**src/rtl/nwmf_div_cell.sv**
```systemverilog
// ----------------------------------------------------------------------------
// nwmf_div_cell
// One restoring-division step: resolves one quotient bit per cell.
// ----------------------------------------------------------------------------
`default_nettype none

module nwmf_div_cell #(
    parameter int DIV_W = 24,
    parameter int DVS_W = 9
) (
    input  wire logic             clk,
    input  wire logic             rst_n,
    input  wire logic [DVS_W-1:0] divisor,
    input  wire logic             in_valid,
    input  wire logic [DVS_W-1:0] in_rem,
    input  wire logic [DIV_W-1:0] in_dvd,
    input  wire logic [DIV_W-1:0] in_quo,
    output      logic             out_valid,
    output      logic [DVS_W-1:0] out_rem,
    output      logic [DIV_W-1:0] out_dvd,
    output      logic [DIV_W-1:0] out_quo
);

    logic [DVS_W:0] trial;
    logic           fits;

    assign trial = {in_rem, in_dvd[DIV_W-1]};
    assign fits  = trial >= {1'b0, divisor};

    always_ff @(posedge clk or negedge rst_n)
    begin
        if (!rst_n)
        begin
            out_valid <= 1'b0;
        end
        else
        begin
            out_valid <= in_valid;
        end
    end

    always_ff @(posedge clk)
    begin
        out_rem <= fits ? DVS_W'(trial - {1'b0, divisor}) : DVS_W'(trial);
        out_dvd <= {in_dvd[DIV_W-2:0], 1'b0};
        out_quo <= {in_quo[DIV_W-2:0], fits};
    end

endmodule

`default_nettype wire

```
**src/rtl/nwmf_divider.sv**
```systemverilog
// ----------------------------------------------------------------------------
// nwmf_divider
// Chain of registered division cells; the quotient leaves the last cell with done.
// ----------------------------------------------------------------------------
`default_nettype none

module nwmf_divider #(
    parameter int DIV_W = 24,
    parameter int DVS_W = 9
) (
    input  wire logic             clk,
    input  wire logic             rst_n,
    input  wire logic             start,
    input  wire logic [DIV_W-1:0] dividend,
    input  wire logic [DVS_W-1:0] divisor,
    output      logic             done,
    output      logic [DIV_W-1:0] quotient
);

    logic [DIV_W:0]   vld;
    logic [DVS_W-1:0] rem [DIV_W+1];
    logic [DIV_W-1:0] dvd [DIV_W+1];
    logic [DIV_W-1:0] quo [DIV_W+1];

    assign vld[0] = start;
    assign rem[0] = '0;
    assign dvd[0] = dividend;
    assign quo[0] = '0;

    for (genvar i = 0; i < DIV_W; i++)
    begin : g_cell
        nwmf_div_cell #(
            .DIV_W (DIV_W),
            .DVS_W (DVS_W)
        ) u_cell (
            .clk       (clk),
            .rst_n     (rst_n),
            .divisor   (divisor),
            .in_valid  (vld[i]),
            .in_rem    (rem[i]),
            .in_dvd    (dvd[i]),
            .in_quo    (quo[i]),
            .out_valid (vld[i+1]),
            .out_rem   (rem[i+1]),
            .out_dvd   (dvd[i+1]),
            .out_quo   (quo[i+1])
        );
    end

    assign done     = vld[DIV_W];
    assign quotient = quo[DIV_W];

endmodule

`default_nettype wire

```
**config.mk**
```make
export PLATFORM = sky130hd
export DESIGN_NAME = nwmf_divider
export DESIGN_NICKNAME = d
export VERILOG_FILES = /design/src/rtl/nwmf_div_cell.sv /design/src/rtl/nwmf_divider.sv
export SDC_FILE = /design/constraint.sdc
export NUM_CORES = 1
export LEC_CHECK = 0
export ABC_AREA = 1
export BUFFER_PORTS_ARGS = -buffer_cell sky130_fd_sc_hd__buf_2
export CORE_MARGIN = 10
export CORE_UTILIZATION = 60
export CTS_CLUSTER_SIZE = 40
export DETAILED_ROUTE_END_ITERATION = 8
export GPL_ROUTABILITY_DRIVEN = 0
export PLACE_DENSITY = 0.77
export SKIP_CTS_REPAIR_TIMING = 1
export SLEW_MARGIN = 20
export SYNTH_ARGS = -nofsm -noshare
export SYNTH_HDL_FRONTEND = slang
export SYNTH_SLANG_ARGS = --single-unit
export TNS_END_PERCENT = 50
```
**constraint.sdc**
```tcl
create_clock -name clk -period 2.17 [get_ports clk]
set_clock_uncertainty 0.1 [all_clocks]
set_input_delay 0.5425 -clock clk [delete_from_list [all_inputs] [get_ports clk]]
set_output_delay 0.5425 -clock clk [all_outputs]
set_load 0.01 [all_outputs]
```
==> results_dict.tcl, run 1 <==
set metrics [dict create \
    min_from "dividend[23]" \
    clock_latency_ns 0.62 \
    yosys.area.top_type "dfxtp_1" \
    setup.worst_path.start_class "flop" \
    coreArea_um2 50100 \
    antenna_found_initial 0 \
    synth_seq_area_share_pct 53.7 \
    netlist-cell-type-count 27 \
    dr.first_iter.drc_count 1442 \
    drive_above_1_share_pct 19.1 \
    maxSlewViolCount 0 \
    placed_cells 4501 \
    clock.fmax_mhz 516 \
    layout_commonest_cell "nand2_1" \
    synth-main-ff-cell "dfxtp_1" \
    rsz0062_at_grt "no" \
    diodes 0 \
    nNetsFinal 4201 \
    grt_pass1_vias 22600 \
    path_buf_inv 2 \
    first_pass_iters 6 \
    vias 22800 \
    worstSetupPathType "reg2reg" \
    numClockSinks 807 \
    cts.reportedPaths.clkPinSlew_ns 0.07 \
    power_mw 56.0 \
    dieArea_um2 60000 \
    rows 82 \
    p_leak_nw 19.8 \
    die_w_um 245 \
    crit_chain "inv_1 > ha_1 > inv_1 > fa_2 > nand3_2 > nand3_2 > nand2_2 > nand2_2 > nand2_4 > nand2_4 > nand2_1 > nand2_1" \
    grt_first_pass_wirelength_mm 104 \
    syn_nets 3703 \
    synthTopCellsByArea "dfxtp_1 (52%), nand2_1 (14%), ha_1 (8.6%)" \
    place_ws_ns -0.263 \
    max-vdd-ir-drop_uv 765 \
    grt-ovfl-total 0 \
    whs_ns 0.169 \
    synth_area_um2 30300 \
    hold_path.class "in2reg" \
    p_sw_share_pct 34.7 \
    outcome "finished clean" \
    wirelength_mm 61.8 \
    dp_hpwl_mm 42.9 \
    arrival_ns 2.35 \
    cts_tree "yes" \
    slew_headroom_pct 64.9 \
    avgSynthCellArea_um2 8.83 \
    p_seq_share_pct 36.8 \
    ys_warn_count 0 \
    utilization_pct 75.2 \
    synthArstFlopShare_pct 2.97 \
    cts.path.max_buffers 3 \
    max_stage_delay_ns 0.42 \
    setup_ws_ns 0.234 \
    root_buffer "clkbuf_16" \
    cp_num_cells 12 \
    hold_viol_final 0 \
    area_delta_synth_final_pct 24.1 \
    p_clk_share_pct 24.9 \
    mostFrequentLayoutCells "nand2_1 (1132), dfxtp_1 (783), inv_1 (480)" \
    worstMarginPinSlew_ns 0.526 \
    combPwrFrac_pct 38.3 \
    initial_core_util_pct 60.6 \
    htree_levels 3 \
    fill_cells 3537 \
    rr_endpoint "g_cell[14].u_cell.out_rem[3]" \
    netlist_instances 3436 \
    critical_path.top_delay_family "simple AND/OR/NAND/NOR gates" \
    crit_path_end_kind "flop" \
    worst-path-max-fanout 10 \
    min_to "g_cell[0].u_cell.out_rem[0]" \
    grt_max_degree 25 \
    cts_buffers 78 \
    grtUsageTotal_pct 20.8 \
    finalCritPeriodShare_pct 89.2 \
    holdPathStages 3 \
    power_density_nw_per_um2 1490 \
    rr_worst_depth 12 \
    drv_cap 0 \
    route.detailed.vias_per_inst 4.89 \
    dieHeight_um 245 \
    port_buffers 60 \
    synth_top_cell_area_share_pct 51.7 \
    reg2reg_from "g_cell[13].u_cell.out_dvd[23]" \
    post-route-drc-count 0 \
    cp.required_ns 2.58 \
    r2r_slack_ns 0.23 \
    setup_viol 0 \
    post_layout_nonfiller_instances 4670 \
    layout_min_cycle_time_ns 1.94 \
    ant_nets 0 \
    power.switching_mw 19.5 \
    p_int_mw 36.6 \
    ys_seq_elements 807 \
    io_pins 61 \
    synth_edf_count 0 \
    crit_path_top_delay_cell "fa_2" \
    wire_per_inst_um 13.2 \
]
## power by group through the flow
stage	Clock, mW	Sequential, mW	Combinational (mW)
5_1_grt	14.8	21.0	24.4
3_5_place_dp	0	20.9	21.0
4_1_cts	14.3	20.7	21.4
2_1_floorplan	0	20.3	14.2
6_report	13.9	20.6	21.5
3_3_place_gp	0	20.8	20.4
## worst register-to-register path, cell delays in order, from the launching register on
cell and delay, ns:
dfxtp_1 0.31, inv_1 0.05, ha_1 0.12, inv_1 0.07, fa_2 0.42, nand3_2 0.09
nand3_2 0.11, nand2_2 0.09, nand2_2 0.07, nand2_4 0.13, nand2_4 0.11, nand2_1 0.10
nand2_1 0.05
## how the worst max path moves through the flow
stage	from	end	slack [ns]
5_1_grt	g_cell[13].u_cell.out_dvd[23]	g_cell[14].u_cell.out_rem[3]	0.09
2_1_floorplan	divisor[1]	g_cell[5].u_cell.out_rem[1]	-0.52
3_5_place_dp	divisor[0]	g_cell[21].u_cell.out_rem[8]	-0.26
3_3_place_gp	divisor[0]	g_cell[16].u_cell.out_rem[8]	-0.22
4_1_cts	g_cell[13].u_cell.out_dvd[23]	g_cell[14].u_cell.out_rem[3]	0.23
6_report	g_cell[13].u_cell.out_dvd[23]	g_cell[14].u_cell.out_rem[3]	0.23
## flip-flops by register name, indices dropped and copies added (netlist names)
register,flops
g_cell.u_cell.out_dvd,276
g_cell.u_cell.out_quo,300
g_cell.u_cell.out_rem,207
g_cell.u_cell.out_valid,24
## Yosys cell counts (all sizes together), types with 2 or more instances
cell type,n
a21oi,65
dfrtp,24
dfxtp,783
fa,22
ha,209
inv,482
nand2,1229
nand3,368
nand3b,12
nand4,24
nor2,111
nor3,32
nor4,2
o21ai,5
xor2,66
## area by class of cell
cell class,instances,area [um^2],area share (%)
flip-flops and latches,807,16300,43.2
clock inverters,37,444,1.18
well taps,672,841,2.23
multi-input cells,2147,12500,33.2
inverters,482,1810,4.82
clock buffers,107,2250,5.99
repair buffers,418,3510,9.33
## metrics by stage
step	cell area [um^2]	TNS, ns
6_report	37600	0
5_1_grt	37600	0
4_1_cts	37400	0
3_5_place_dp	34700	-44.33
3_3_place_gp	34700	-33.69
2_1_floorplan	30600	-109.25
## kinds of logic after synthesis
kind of cell               after synthesis  synth area share [%]
AOI/OAI and AO/OA                       72                  1.58
DFF                                    807                  53.7
xor gates and xnor gates                66                  1.91
buffers and inverters                  482                  5.96
and+or+nand+nor                       1778                  26.8
adders and majority gates              231                  10.1
## metal layers
layer | GRT usage, % | routed length (um)
met5 | 0 | 0
met4 | 8.75 | 1960
met3 | 3.18 | 2610
met2 | 36.7 | 30400
met1 | 24.8 | 26800
No activity file was read; power rests on OpenSTA's default activity.
==> inputs of run 2 (changes only) <==
--- a/config.mk
+++ b/config.mk
@@ -12,6 +12,7 @@
 export CTS_CLUSTER_SIZE = 40
 export DETAILED_ROUTE_END_ITERATION = 8
 export GPL_ROUTABILITY_DRIVEN = 0
+export MAX_ROUTING_LAYER = met4
 export PLACE_DENSITY = 0.77
 export SKIP_CTS_REPAIR_TIMING = 1
 export SLEW_MARGIN = 20
==> constraint.sdc (replaced) <==
create_clock -name clk -period 2.17 [get_ports clk]
set_clock_uncertainty 0.1 [all_clocks]
set_input_delay 0.217 -clock clk [delete_from_list [all_inputs] [get_ports clk]]
set_output_delay 0.217 -clock clk [all_outputs]
set_load 0.01 [all_outputs]
==> run 2 against run 1 <==
  * Via count shrank 6.7%
  * Global-route usage shrank 1.2 points
  * Final cell count shrank 6.2%
  * Routed wire length shrank 8.7%
  * Critical path depth grew 1
  * Total power shrank 6.7%
  * Die area is the same
  * Hold slack lost 0.15 ns
  * Critical endpoint is now g_cell[21].u_cell.out_rem[6]
  * Utilization shrank 4.8 points
  * Clock-buffer cell count grew 3
  * Sequential power is essentially flat
  * Combinational power shrank 16%
==> results_dict.tcl, run 2 (synthesis gave the netlist of run 1 again) <==
set metrics [dict create \
    min_from "divisor[3]" \
    drv_cap 0 \
    largest_register "g_cell.u_cell.out_quo" \
    critical_path.top_delay_family "buffers and inverters" \
    whs_ns 0.0152 \
    io_pins 61 \
    grt_max_degree 26 \
    dp_hpwl_mm 39.0 \
    die_w_um 245 \
    grt_pass1_vias 20500 \
    setup_viol 0 \
    placed_cells 4211 \
    route.detailed.vias_per_inst 4.86 \
    fill_cells 3878 \
    port_buffers 60 \
    worstSetupPathType "in2reg" \
    cts_buffers 79 \
    hold_path.class "in2reg" \
    maxSlewViolCount 0 \
    ff_latch_area_um2 16300 \
    clock_latency_ns 0.62 \
    cts_tree "yes" \
    cts.path.max_buffers 3 \
    largest_reg_flops 300 \
    first_pass_iters 5 \
    wl_met3_mm 2.18 \
    numClockSinks 807 \
    holdPathStages 4 \
    top_layer "met4" \
    ant_nets 0 \
    crit_chain "dlygate4sd3_1 > buf_2 > inv_1 > buf_12 > ha_1 > nand2_1 > nor2_2 > inv_1 > nor2_2 > nor2_4 > nand2_8 > nand2_1 > nand2_1" \
    mostFrequentLayoutCells "nand2_1 (1132), dfxtp_1 (783), inv_1 (480)" \
    drive_above_1_share_pct 12.7 \
    dr.first_iter.drc_count 1343 \
    rr_worst_depth 12 \
    max-vdd-ir-drop_uv 717 \
    reg2reg_from "g_cell[15].u_cell.out_dvd[23]" \
    met1_length_mm 25.6 \
    wire_per_inst_um 12.9 \
    dieArea_um2 60000 \
    slew_headroom_pct 63.8 \
    clock.fmax_mhz 494 \
    initial_core_util_pct 60.6 \
    p_leak_nw 18.3 \
    rows 82 \
    r2r_slack_ns 0.19 \
    wirelength_mm 56.4 \
    max_stage_delay_ns 0.54 \
    power_mw 52.3 \
    cp-startpoint "divisor[4]" \
    root_buffer "clkbuf_16" \
    grt_first_pass_wirelength_mm 95.3 \
    worst-path-max-fanout 16 \
    rsz0062_at_grt "no" \
    outcome "finished clean" \
    worstMarginPinSlew_ns 0.543 \
    area_delta_synth_final_pct 16.2 \
    finalCritPeriodShare_pct 93.2 \
    crit_path_top_delay_cell "dlygate4sd3_1" \
    cts.reportedPaths.clkPinSlew_ns 0.06 \
    nNetsFinal 3918 \
    path_buf_inv 5 \
    min_to "g_cell[0].u_cell.out_rem[3]" \
    post-route-drc-count 0 \
    dieHeight_um 245 \
    antenna_found_initial 0 \
    setup.worst_path.start_class "input pin" \
    post_layout_nonfiller_instances 4380 \
    grt-ovfl-total 0 \
    htree_levels 3 \
    largest_registers "g_cell.u_cell.out_quo x300, g_cell.u_cell.out_dvd x276, g_cell.u_cell.out_rem x207" \
    crit_path_end_kind "flop" \
    cp.required_ns 2.57 \
    cp_common_cell "nand2_1" \
    arrival_ns 2.42 \
    vias 21300 \
    diodes 0 \
    layout_commonest_cell "nand2_1" \
    rr_endpoint "g_cell[16].u_cell.out_rem[8]" \
    grtUsageTotal_pct 19.6 \
    power_density_nw_per_um2 1480 \
    hold_viol_final 0 \
    multi_input_area_um2 12500 \
    layout_min_cycle_time_ns 2.02 \
    coreArea_um2 50100 \
    utilization_pct 70.4 \
    wl_met2_mm 27.2 \
]
[run 2: cell count changes in the layout (fill, tap and decap cells not counted), sizes merged]
| cell | previous run | this run |
|---|---|---|
| clkinvlp | 8 | 10 |
| clkinv | 15 | 12 |
| bufinv | 8 | 6 |
| clkbuf | 107 | 110 |
| dlygate4sd3 | 25 | 31 |
| buf | 393 | 103 |
| inv | 488 | 482 |
[run 2: metal layers]
layer,global-route usage [%],vias up
met5,-,-
met2,32.7,376
met4,7.14,0
met1,23.8,9628
li1,-,11200
met3,2.81,111
[run 2: report_power, final]
| part | internal, mW | total (mW) | switching [mW] |
|---|---|---|---|
| sequential | 18.8 | 20.6 | 1.75 |
| combinational | 6.91 | 18.1 | 11.2 |
| clock | 8.16 | 13.6 | 5.43 |
| total | 33.9 | 52.3 | 18.4 |
[run 2: cell type report]
class                           instances  share of cell area, %
Tap cell                              672                   2.39
Inverter                              482                   5.14
Clock buffer                          110                   6.57
Sequential cell                       807                   46.2
Timing Repair Buffer                  134                   3.32
Multi-Input combinational cell       2147                   35.5
Clock inverter                         28                  0.927
[run 2: tightest hold or removal path, cell delays in order]
cell and delay [ns]:
buf_2 0.09, inv_1 0.11, nand2_1 0.19, nor4_1 0.08
[run 2: how the worst max path moves through the flow]
stage | end | slack, ns | cells after the start
after floorplan | g_cell[5].u_cell.out_rem[1] | -0.20 | 10
after global placement | g_cell[1].u_cell.out_rem[8] | 0.05 | 11
after detailed placement | g_cell[16].u_cell.out_rem[8] | -0.008 | 13
after CTS | g_cell[16].u_cell.out_rem[8] | 0.19 | 12
after global routing | g_cell[20].u_cell.out_rem[0] | 0.05 | 12
final | g_cell[21].u_cell.out_rem[6] | 0.15 | 13
[run 2: through the flow]
step                area (um^2)  worst slack [ns]   TNS, ns
CTS                       34900             0.187         0
floorplan                 30600            -0.196    -37.52
finish                    35200             0.147         0
detailed placement        32300          -0.00758  -0.00758
global placement          32300            0.0487         0
global route              35200            0.0463         0
